--- src/hdl/vle_pkg.sv ---
`default_nettype none
// ----------------------------------------------------------------------------
// vle_pkg
// Shared constants, codes and types of the value list engine.
// ----------------------------------------------------------------------------
package vle_pkg;

    localparam int DEPTH       = 16;
    localparam int ADDR_W      = $clog2(DEPTH);
    localparam int CNT_W       = $clog2(DEPTH + 1);
    localparam int DATA_W      = 32;
    localparam int OP_W        = 3;
    localparam int STATUS_W    = 2;
    localparam int CNT_FIELD_W = 5;

    localparam int IN_BITS     = OP_W + 2 * DATA_W;
    localparam int IN_TDATA_W  = ((IN_BITS + 7) / 8) * 8;
    localparam int OUT_BITS    = STATUS_W + 3 * DATA_W + 2 * CNT_FIELD_W;
    localparam int OUT_TDATA_W = ((OUT_BITS + 7) / 8) * 8;
    localparam int OUT_PAD_W   = OUT_TDATA_W - OUT_BITS;

    localparam logic [OP_W-1:0] OP_APPEND = 3'd0;
    localparam logic [OP_W-1:0] OP_SEARCH = 3'd1;
    localparam logic [OP_W-1:0] OP_MODIFY = 3'd2;
    localparam logic [OP_W-1:0] OP_DELETE = 3'd3;
    localparam logic [OP_W-1:0] OP_LIST   = 3'd4;
    localparam logic [OP_W-1:0] OP_SORT   = 3'd5;
    localparam logic [OP_W-1:0] OP_STATS  = 3'd6;

    localparam logic [STATUS_W-1:0] ST_OK        = 2'd0;
    localparam logic [STATUS_W-1:0] ST_NOT_FOUND = 2'd1;
    localparam logic [STATUS_W-1:0] ST_EMPTY     = 2'd2;
    localparam logic [STATUS_W-1:0] ST_FULL      = 2'd3;

    typedef struct packed {
        logic              wr_en;
        logic [ADDR_W-1:0] wr_addr;
        logic [DATA_W-1:0] wr_data;
        logic              rd_en;
        logic [ADDR_W-1:0] rd_addr;
    } mem_req_t;

    typedef struct packed {
        logic eq;
        logic lt;
    } cmp_res_t;

endpackage
`default_nettype wire

--- src/hdl/vle_mem.sv ---
`default_nettype none
// ----------------------------------------------------------------------------
// vle_mem
// Entry storage: one write port and one read port with registered read data.
// ----------------------------------------------------------------------------
module vle_mem
(
    input  wire logic                            clk,
    input  wire vle_pkg::mem_req_t               req,
    output logic     [vle_pkg::DATA_W-1:0]       rd_data
);

    logic [vle_pkg::DATA_W-1:0] entries_mem [vle_pkg::DEPTH];
    logic [vle_pkg::DATA_W-1:0] rd_data_reg;

    always_ff @(posedge clk)
    begin
        if (req.wr_en)
        begin
            entries_mem[req.wr_addr] <= req.wr_data;
        end
        if (req.rd_en)
        begin
            rd_data_reg <= entries_mem[req.rd_addr];
        end
    end

    assign rd_data = rd_data_reg;

endmodule
`default_nettype wire

--- src/hdl/vle_cmp.sv ---
`default_nettype none
// ----------------------------------------------------------------------------
// vle_cmp
// Shared compare unit: equality and signed less-than of two entries.
// ----------------------------------------------------------------------------
module vle_cmp
(
    input  wire logic [vle_pkg::DATA_W-1:0] a,
    input  wire logic [vle_pkg::DATA_W-1:0] b,
    output vle_pkg::cmp_res_t               res
);

    always_comb
    begin
        res.eq = (a == b);
        res.lt = ($signed(a) < $signed(b));
    end

endmodule
`default_nettype wire

--- src/hdl/value_list_engine_unit.sv ---
`default_nettype none
// ----------------------------------------------------------------------------
// value_list_engine_unit
// Ordered list of signed 32-bit values with append, search, modify, delete,
// list, sort and statistics operations.
// ----------------------------------------------------------------------------
// The block takes one command beat at a time and is not ready until the
// command has put its final result into the output register. All work goes
// through an entry memory with one write and one read port, a registered read
// and one shared compare unit. Each visited entry takes a read and an examine
// state for search, modify and list, a read and a write state for delete
// shifting, and a read, a largest and a smallest state for statistics. Sort
// is an exchange sort that compares entry i with each later entry per pass.
// A result beat may wait in the output register while the next command is
// accepted; list results stall the walk while the output is not taken.
// ----------------------------------------------------------------------------
module value_list_engine_unit
(
    input  wire logic                               clk,
    input  wire logic                               rst_n,
    input  wire logic                               s_axis_tvalid,
    output logic                                    s_axis_tready,
    // operation[2:0], key[34:3], value[66:35], zero fill above
    input  wire logic [vle_pkg::IN_TDATA_W-1:0]     s_axis_tdata,
    output logic                                    m_axis_tvalid,
    input  wire logic                               m_axis_tready,
    // status[1:0], item_value[33:2], largest[65:34], smallest[97:66],
    // even_count[102:98], odd_count[107:103], zero fill above
    output logic      [vle_pkg::OUT_TDATA_W-1:0]    m_axis_tdata,
    output logic                                    m_axis_tlast
);

    typedef enum logic [4:0] {
        S_IDLE,
        S_APPEND,
        S_FIND_RD,
        S_FIND_EX,
        S_SHIFT_RD,
        S_SHIFT_WR,
        S_LIST_RD,
        S_LIST_EX,
        S_SORT_RDI,
        S_SORT_GETI,
        S_SORT_RDJ,
        S_SORT_CMP,
        S_SORT_WRI,
        S_STAT_RD,
        S_STAT_MAX,
        S_STAT_MIN,
        S_EMIT
    } state_t;

    localparam int AW = vle_pkg::ADDR_W;
    localparam int CW = vle_pkg::CNT_W;
    localparam int DW = vle_pkg::DATA_W;

    state_t                       state_reg;
    logic [vle_pkg::OP_W-1:0]     op_reg;
    logic [DW-1:0]                key_reg;
    logic [DW-1:0]                val_reg;
    logic [AW-1:0]                idx_reg;
    logic [AW-1:0]                jdx_reg;
    logic [CW-1:0]                count_reg;
    logic [DW-1:0]                cur_reg;
    logic [vle_pkg::STATUS_W-1:0] res_status_reg;
    logic [DW-1:0]                res_item_reg;
    logic                         res_last_reg;
    logic [DW-1:0]                big_reg;
    logic [DW-1:0]                small_reg;
    logic [CW-1:0]                even_reg;
    logic [CW-1:0]                odd_reg;
    logic                         out_valid_reg;
    logic [vle_pkg::STATUS_W-1:0] out_status_reg;
    logic [DW-1:0]                out_item_reg;
    logic [DW-1:0]                out_big_reg;
    logic [DW-1:0]                out_small_reg;
    logic [CW-1:0]                out_even_reg;
    logic [CW-1:0]                out_odd_reg;
    logic                         out_last_reg;

    vle_pkg::mem_req_t            mem_req;
    vle_pkg::cmp_res_t            cmp_res;
    logic [DW-1:0]                rd_data;
    logic [DW-1:0]                cmp_a;
    logic [DW-1:0]                cmp_b;

    logic                         accept;
    logic [vle_pkg::OP_W-1:0]     in_op;
    logic [DW-1:0]                in_key;
    logic [DW-1:0]                in_val;
    logic                         out_free;
    logic                         full;
    logic                         idx_last;
    logic                         idx_next_last;
    logic                         jdx_last;

    assign s_axis_tready = (state_reg == S_IDLE);
    assign accept        = s_axis_tvalid && s_axis_tready;
    assign in_op         = s_axis_tdata[vle_pkg::OP_W-1:0];
    assign in_key        = s_axis_tdata[vle_pkg::OP_W +: DW];
    assign in_val        = s_axis_tdata[vle_pkg::OP_W + DW +: DW];

    assign out_free      = !out_valid_reg || m_axis_tready;
    assign full          = (count_reg == CW'(vle_pkg::DEPTH));
    assign idx_last      = ((CW'(idx_reg) + CW'(1)) == count_reg);
    assign idx_next_last = ((CW'(idx_reg) + CW'(2)) == count_reg);
    assign jdx_last      = ((CW'(jdx_reg) + CW'(1)) == count_reg);

    vle_mem u_mem
    (
        .clk     (clk),
        .req     (mem_req),
        .rd_data (rd_data)
    );

    vle_cmp u_cmp
    (
        .a   (cmp_a),
        .b   (cmp_b),
        .res (cmp_res)
    );

    always_comb
    begin
        cmp_a = rd_data;
        cmp_b = key_reg;
        case (state_reg)
            S_SORT_CMP:
            begin
                cmp_b = cur_reg;
            end
            S_STAT_MAX:
            begin
                cmp_a = big_reg;
                cmp_b = rd_data;
            end
            S_STAT_MIN:
            begin
                cmp_b = small_reg;
            end
            default:
            begin
                cmp_b = key_reg;
            end
        endcase
    end

    always_comb
    begin
        mem_req = '0;
        unique case (state_reg)
            S_APPEND:
            begin
                mem_req.wr_en   = !full;
                mem_req.wr_addr = count_reg[AW-1:0];
                mem_req.wr_data = val_reg;
            end
            S_FIND_RD, S_LIST_RD, S_SORT_RDI, S_STAT_RD:
            begin
                mem_req.rd_en   = 1'b1;
                mem_req.rd_addr = idx_reg;
            end
            S_FIND_EX:
            begin
                mem_req.wr_en   = cmp_res.eq && (op_reg == vle_pkg::OP_MODIFY);
                mem_req.wr_addr = idx_reg;
                mem_req.wr_data = val_reg;
            end
            S_SHIFT_RD:
            begin
                mem_req.rd_en   = 1'b1;
                mem_req.rd_addr = idx_reg + AW'(1);
            end
            S_SHIFT_WR:
            begin
                mem_req.wr_en   = 1'b1;
                mem_req.wr_addr = idx_reg;
                mem_req.wr_data = rd_data;
            end
            S_SORT_RDJ:
            begin
                mem_req.rd_en   = 1'b1;
                mem_req.rd_addr = jdx_reg;
            end
            S_SORT_CMP:
            begin
                mem_req.wr_en   = cmp_res.lt;
                mem_req.wr_addr = jdx_reg;
                mem_req.wr_data = cur_reg;
            end
            S_SORT_WRI:
            begin
                mem_req.wr_en   = 1'b1;
                mem_req.wr_addr = idx_reg;
                mem_req.wr_data = cur_reg;
            end
            default:
            begin
                mem_req = '0;
            end
        endcase
    end

    always_ff @(posedge clk or negedge rst_n)
    begin
        if (!rst_n)
        begin
            state_reg      <= S_IDLE;
            op_reg         <= '0;
            key_reg        <= '0;
            val_reg        <= '0;
            idx_reg        <= '0;
            jdx_reg        <= '0;
            count_reg      <= '0;
            cur_reg        <= '0;
            res_status_reg <= vle_pkg::ST_OK;
            res_item_reg   <= '0;
            res_last_reg   <= 1'b0;
            big_reg        <= '0;
            small_reg      <= '0;
            even_reg       <= '0;
            odd_reg        <= '0;
            out_valid_reg  <= 1'b0;
            out_status_reg <= vle_pkg::ST_OK;
            out_item_reg   <= '0;
            out_big_reg    <= '0;
            out_small_reg  <= '0;
            out_even_reg   <= '0;
            out_odd_reg    <= '0;
            out_last_reg   <= 1'b0;
        end
        else
        begin
            if (m_axis_tready)
            begin
                out_valid_reg <= 1'b0;
            end

            unique case (state_reg)
                S_IDLE:
                begin
                    if (accept)
                    begin
                        op_reg         <= in_op;
                        key_reg        <= in_key;
                        val_reg        <= in_val;
                        idx_reg        <= '0;
                        res_status_reg <= vle_pkg::ST_OK;
                        res_item_reg   <= '0;
                        res_last_reg   <= 1'b1;
                        big_reg        <= '0;
                        small_reg      <= '0;
                        even_reg       <= '0;
                        odd_reg        <= '0;
                        if (in_op == vle_pkg::OP_APPEND)
                        begin
                            state_reg <= S_APPEND;
                        end
                        else if (in_op > vle_pkg::OP_STATS)
                        begin
                            state_reg <= S_IDLE;
                        end
                        else if (count_reg == '0)
                        begin
                            res_status_reg <= vle_pkg::ST_EMPTY;
                            state_reg      <= S_EMIT;
                        end
                        else
                        begin
                            case (in_op)
                                vle_pkg::OP_LIST:
                                begin
                                    state_reg <= S_LIST_RD;
                                end
                                vle_pkg::OP_SORT:
                                begin
                                    state_reg <= (count_reg == CW'(1)) ? S_EMIT : S_SORT_RDI;
                                end
                                vle_pkg::OP_STATS:
                                begin
                                    state_reg <= S_STAT_RD;
                                end
                                default:
                                begin
                                    state_reg <= S_FIND_RD;
                                end
                            endcase
                        end
                    end
                end
                S_APPEND:
                begin
                    if (full)
                    begin
                        res_status_reg <= vle_pkg::ST_FULL;
                    end
                    else
                    begin
                        count_reg <= count_reg + CW'(1);
                    end
                    state_reg <= S_EMIT;
                end
                S_FIND_RD:
                begin
                    state_reg <= S_FIND_EX;
                end
                S_FIND_EX:
                begin
                    if (cmp_res.eq)
                    begin
                        if (op_reg == vle_pkg::OP_DELETE && !idx_last)
                        begin
                            state_reg <= S_SHIFT_RD;
                        end
                        else
                        begin
                            if (op_reg == vle_pkg::OP_DELETE)
                            begin
                                count_reg <= count_reg - CW'(1);
                            end
                            state_reg <= S_EMIT;
                        end
                    end
                    else if (idx_last)
                    begin
                        res_status_reg <= vle_pkg::ST_NOT_FOUND;
                        state_reg      <= S_EMIT;
                    end
                    else
                    begin
                        idx_reg   <= idx_reg + AW'(1);
                        state_reg <= S_FIND_RD;
                    end
                end
                S_SHIFT_RD:
                begin
                    state_reg <= S_SHIFT_WR;
                end
                S_SHIFT_WR:
                begin
                    idx_reg <= idx_reg + AW'(1);
                    if (idx_next_last)
                    begin
                        count_reg <= count_reg - CW'(1);
                        state_reg <= S_EMIT;
                    end
                    else
                    begin
                        state_reg <= S_SHIFT_RD;
                    end
                end
                S_LIST_RD:
                begin
                    state_reg <= S_LIST_EX;
                end
                S_LIST_EX:
                begin
                    res_item_reg <= rd_data;
                    res_last_reg <= idx_last;
                    state_reg    <= S_EMIT;
                end
                S_SORT_RDI:
                begin
                    state_reg <= S_SORT_GETI;
                end
                S_SORT_GETI:
                begin
                    cur_reg   <= rd_data;
                    jdx_reg   <= idx_reg + AW'(1);
                    state_reg <= S_SORT_RDJ;
                end
                S_SORT_RDJ:
                begin
                    state_reg <= S_SORT_CMP;
                end
                S_SORT_CMP:
                begin
                    if (cmp_res.lt)
                    begin
                        cur_reg <= rd_data;
                    end
                    if (jdx_last)
                    begin
                        state_reg <= S_SORT_WRI;
                    end
                    else
                    begin
                        jdx_reg   <= jdx_reg + AW'(1);
                        state_reg <= S_SORT_RDJ;
                    end
                end
                S_SORT_WRI:
                begin
                    idx_reg   <= idx_reg + AW'(1);
                    state_reg <= idx_next_last ? S_EMIT : S_SORT_RDI;
                end
                S_STAT_RD:
                begin
                    state_reg <= S_STAT_MAX;
                end
                S_STAT_MAX:
                begin
                    if (idx_reg == '0)
                    begin
                        big_reg   <= rd_data;
                        small_reg <= rd_data;
                    end
                    else if (cmp_res.lt)
                    begin
                        big_reg <= rd_data;
                    end
                    if (rd_data[0])
                    begin
                        odd_reg <= odd_reg + CW'(1);
                    end
                    else
                    begin
                        even_reg <= even_reg + CW'(1);
                    end
                    state_reg <= S_STAT_MIN;
                end
                S_STAT_MIN:
                begin
                    if (cmp_res.lt)
                    begin
                        small_reg <= rd_data;
                    end
                    if (idx_last)
                    begin
                        state_reg <= S_EMIT;
                    end
                    else
                    begin
                        idx_reg   <= idx_reg + AW'(1);
                        state_reg <= S_STAT_RD;
                    end
                end
                S_EMIT:
                begin
                    if (out_free)
                    begin
                        out_valid_reg  <= 1'b1;
                        out_status_reg <= res_status_reg;
                        out_item_reg   <= res_item_reg;
                        out_big_reg    <= big_reg;
                        out_small_reg  <= small_reg;
                        out_even_reg   <= even_reg;
                        out_odd_reg    <= odd_reg;
                        out_last_reg   <= res_last_reg;
                        if (res_last_reg)
                        begin
                            state_reg <= S_IDLE;
                        end
                        else
                        begin
                            idx_reg   <= idx_reg + AW'(1);
                            state_reg <= S_LIST_RD;
                        end
                    end
                end
                default:
                begin
                    state_reg <= S_IDLE;
                end
            endcase
        end
    end

    assign m_axis_tvalid = out_valid_reg;
    assign m_axis_tlast  = out_last_reg;
    assign m_axis_tdata  = {{vle_pkg::OUT_PAD_W{1'b0}},
                            vle_pkg::CNT_FIELD_W'(out_odd_reg),
                            vle_pkg::CNT_FIELD_W'(out_even_reg),
                            out_small_reg,
                            out_big_reg,
                            out_item_reg,
                            out_status_reg};

    // The list never holds more entries than there is room for.
    a_count_bound: assert property (@(posedge clk) disable iff (!rst_n)
        count_reg <= CW'(vle_pkg::DEPTH))
        else $error("entry count above depth");

    // An append or a delete moves the count by exactly one.
    a_count_step: assert property (@(posedge clk) disable iff (!rst_n)
        (count_reg != $past(count_reg)) |->
        ((count_reg == $past(count_reg) + CW'(1)) ||
         (count_reg + CW'(1) == $past(count_reg))))
        else $error("entry count jumped");

    // A walk over the entries stays inside the stored part of the list.
    a_walk_range: assert property (@(posedge clk) disable iff (!rst_n)
        (state_reg == S_FIND_EX || state_reg == S_LIST_EX ||
         state_reg == S_STAT_MAX || state_reg == S_STAT_MIN ||
         state_reg == S_SORT_CMP) |->
        ((CW'(idx_reg) < count_reg) && (CW'(jdx_reg) < count_reg ||
                                         state_reg != S_SORT_CMP)))
        else $error("entry walk out of range");

    // An empty-list answer is always the only beat of its command.
    a_empty_last: assert property (@(posedge clk) disable iff (!rst_n)
        (out_valid_reg && out_status_reg == vle_pkg::ST_EMPTY) |-> out_last_reg)
        else $error("empty status without last");

endmodule
`default_nettype wire

--- config.mk ---
export PLATFORM = sky130hd
export DESIGN_NAME = value_list_engine_unit
export DESIGN_NICKNAME = d
export VERILOG_FILES = /design/src/hdl/vle_pkg.sv /design/src/hdl/vle_mem.sv /design/src/hdl/vle_cmp.sv /design/src/hdl/value_list_engine_unit.sv
export SDC_FILE = /design/constraint.sdc
export NUM_CORES = 1
export LEC_CHECK = 0
export BUFFER_PORTS_ARGS = -buffer_cell sky130_fd_sc_hd__buf_4
export CAP_MARGIN = 0
export CORE_UTILIZATION = 51
export CTS_BUF_LIST = sky130_fd_sc_hd__clkbuf_4
export DETAILED_ROUTE_END_ITERATION = 6
export MAX_ROUTING_LAYER = met4
export PLACE_DENSITY_LB_ADDON = 0.1
export SETUP_SLACK_MARGIN = 0.02
export SYNTH_ARGS = -nofsm -noshare
export SYNTH_HDL_FRONTEND = slang
export SYNTH_HIERARCHICAL = 1
export SYNTH_SLANG_ARGS = --single-unit
--- constraint.sdc ---
create_clock -name clk -period 10.6 [get_ports clk]
set_input_delay 2.12 -clock clk [delete_from_list [all_inputs] [get_ports clk]]
set_output_delay 2.12 -clock clk [all_outputs]
set_load 0.1 [all_outputs]
==> qor.yml <==
run_status:
  status: "finished clean"
drt:
  ant_nets: 0
  wl_per_cell_um: 22.55
  drc: 0
  drt-initial-drc-count: 1943
  vias_per_cell: 5.753
  first_pass_iters: 6
  vias: 23310
  routed_wl_um: 91350
worst_setup_path:
  r2r-start: "state_reg[3]$_DFFE_PN0P_"
  r2r-end: "u_mem/entries_mem[8][3]$_DFFE_PP_"
  worst_setup_path_start_kind: "flip-flop"
  critPathMaxFanout: 37
  critPathArrivalTime_ps: 8720
  ff2ff_path_depth: 18
  critical_path_class: "reg2reg"
  endpoint_kind: "flip-flop"
  r2r_setup_slack_ps: 2570
  required_ps: 11290
  crit_start: "state_reg[3]$_DFFE_PN0P_"
  endpoint: "u_mem/entries_mem[8][3]$_DFFE_PP_"
sta:
  clock_skew_ps: 69.58
  setup_viol: 0
  slew_headroom_pct: 22.23
  rsz0062_at_grt: "false"
  max_freq_mhz: 124.6
  slew_viol_final: 0
  finalCritPeriodShare_pct: 75.73
  tightest_slew_ps: 1160
  hold_viol: 0
  fin_crit_ps: 8027
  tns_ps: 0
power_and_ir_drop:
  comb_power_share_pct: 36.3
  switchingPower_uw: 4782
  p_int_uw: 7898
  p_per_area_nw_per_um2: 301.2
  peakVddDrop_mv: 0.1624
  seq_power_share_pct: 41.3
  p_sw_share_pct: 37.71
  clkPwrFrac_pct: 22.4
  p_total_uw: 12680
  leakagePower_uw: 0.01705
synth:
  synth_seq_cells: 880
  synthTopCellsByCount: "nand2_1, edfxtp_1, dfrtp_1"
  synth_top_area_cell: "edfxtp_1"
  async_reset_ff_share_pct: 38.18
  synth_area_leaders: "edfxtp_1, dfrtp_1, mux4_2"
  synth_edf_count: 544
  synth_cell_type_count: 75
  synth_top_area_share_pct: 44.46
  avgSynthCellArea_um2: 13.98
  syn_area_um2: 36750
  synthCells: 2629
  synth.most_common_cell: "nand2_1"
  synth-main-ff-cell: "edfxtp_1"
  yosysSeqAreaShare_pct: 67.34
  ys_warn_count: 6
place:
  numPortBuffers: 181
  hpwlAfterDp_um: 54540
  placed_cell_area_um2: 39210
  place.gp.congestion: 0.9070
clocking:
  cts_sinks: 880
  cts_tree: "built"
  clk_latency_ps: 1060
  cts_max_path_buffers: 3
  cts_setup_buffers: 0
  cts_inserted_buffers: 221
  clk_pin_slew_ps: 60
  cts_root_buffer: "clkbuf_4"
  holdBufCountCts: 0
  cts_htree_levels: 4
  ctsResizeCount: 0
cells_and_area:
  nNetsFinal: 3041
  drive_gt1_share_pct: 29.25
  syn2layout_area_growth_pct: 14.56
  regMostFlops: "u_mem/entries_mem"
  finalInstanceArea_um2: 42100
  fill_cells: 5761
  largest_register_ff_count: 512
floorplanning:
  design.core.area_um2: 71360
  start_util_pct: 51.49
  io_pins: 191
  die_h_um: 270.4
  rows: 98
  die_width_um: 270.4
  fp.dieArea_um2: 73130
global_routing:
  overflow: 0
  grt_pass1_vias: 23590
  grt_max_degree: 169
  grt_pass1_wl_um: 140100
  antenna_found_initial: 4
  grt_use_total_pct: 26.14
worst_hold_path:
  hold_path_class: "reg2reg"
flow_run:
  max_cap_violations: 0
-- critical path, stage by stage (launching register included) --
cell and delay (ps):
dfrtp_1 840, nand2b_1 320, nor2_1 250, nand3_1 110
buf_4 330, nand2_1 510, nor2_1 80, a31oi_1 150
inv_1 60, ha_1 320, nand4_2 190, or4_4 570
nor4_1 880, nand4_1 320, or4b_2 700, o2111ai_1 250
nand3b_1 380, nor3_2 970, buf_4 420
-- through the flow --
stage                     util (%)  hold slack (ps)  setup slack [ps]  cells
final                        58.99            480.4              2573   4051
after global routing         58.99            499.4              2319   4050
after CTS                    58.96            479.7              2672   4044
after detailed placement     54.95            464.4              2661   3650
after global placement       54.95            460.3              2771   3650
after floorplan                  -            445.3              3153   2632
-- power groups by stage --
stage / Sequential (uW) / Clock (uW) / Combinational, uW
floorplan: 5290 / 0 / 3140
finish: 5240 / 2840 / 4600
CTS: 5220 / 2920 / 4620
global route: 5300 / 3100 / 5030
global placement: 5250 / 0 / 4500
detailed placement: 5280 / 0 / 4610
-- how the worst min path moves through the flow --
stage	from	cells after the start	end
2_1_floorplan	key_reg[0]$_DFFE_PN0P_	2	key_reg[0]$_DFFE_PN0P_
3_3_place_gp	key_reg[21]$_DFFE_PN0P_	2	key_reg[21]$_DFFE_PN0P_
3_5_place_dp	val_reg[30]$_DFFE_PN0P_	2	val_reg[30]$_DFFE_PN0P_
4_1_cts	val_reg[30]$_DFFE_PN0P_	2	val_reg[30]$_DFFE_PN0P_
5_1_grt	val_reg[30]$_DFFE_PN0P_	2	val_reg[30]$_DFFE_PN0P_
6_report	val_reg[30]$_DFFE_PN0P_	2	val_reg[30]$_DFFE_PN0P_
-- cell type report --
cell class | count | area, um2 | area share [%]
Sequential cell | 880 | 24740 | 58.78
Multi-Input combinational cell | 1509 | 11240 | 26.70
Clock buffer | 335 | 2515 | 5.974
Timing Repair Buffer | 227 | 1724 | 4.096
Tap cell | 950 | 1189 | 2.824
Clock inverter | 59 | 352.8 | 0.8382
Inverter | 84 | 315.3 | 0.7490
Antenna cell | 7 | 17.52 | 0.04161
-- placed cells by master, fill, tap and decap left out, types with 42 or more instances in the layout --
master / synthesis / layout
dfrtp_1: 336 / 336
o21ai_0: 118 / 118
nand3_1: 45 / 44
nand2_1: 618 / 617
nor2_1: 65 / 47
a22oi_1: 65 / 65
inv_1: 83 / 83
mux4_2: 128 / 128
clkbuf_4: 0 / 335
ha_1: 42 / 42
buf_4: 15 / 225
mux2_2: 144 / 144
edfxtp_1: 544 / 544
-- metal layers --
layer	vias to the layer above	track usage [%]	routed length (um)
met5	-	-	0
met1	11850	36.00	40440
li1	10460	-	-
met3	151	5.263	6255
met4	0	9.084	2084
met2	845	38.94	42570
-- logic make-up (layout without fill, tap and decap cells) --
group           count (synthesis)  count (layout)  share of synthesized area, %
compound gates                314             314                         5.707
xor+xnor                       28              28                        0.7083
buf+inv                       243             705                         2.744
flops                         880             880                         67.34
fa+ha+maj                      42              42                         1.430
other cells                     1              11                       0.01021
simple gates                  846             846                         9.722
mux                           275             275                         12.34
No activity file was read; power rests on OpenSTA's default activity.
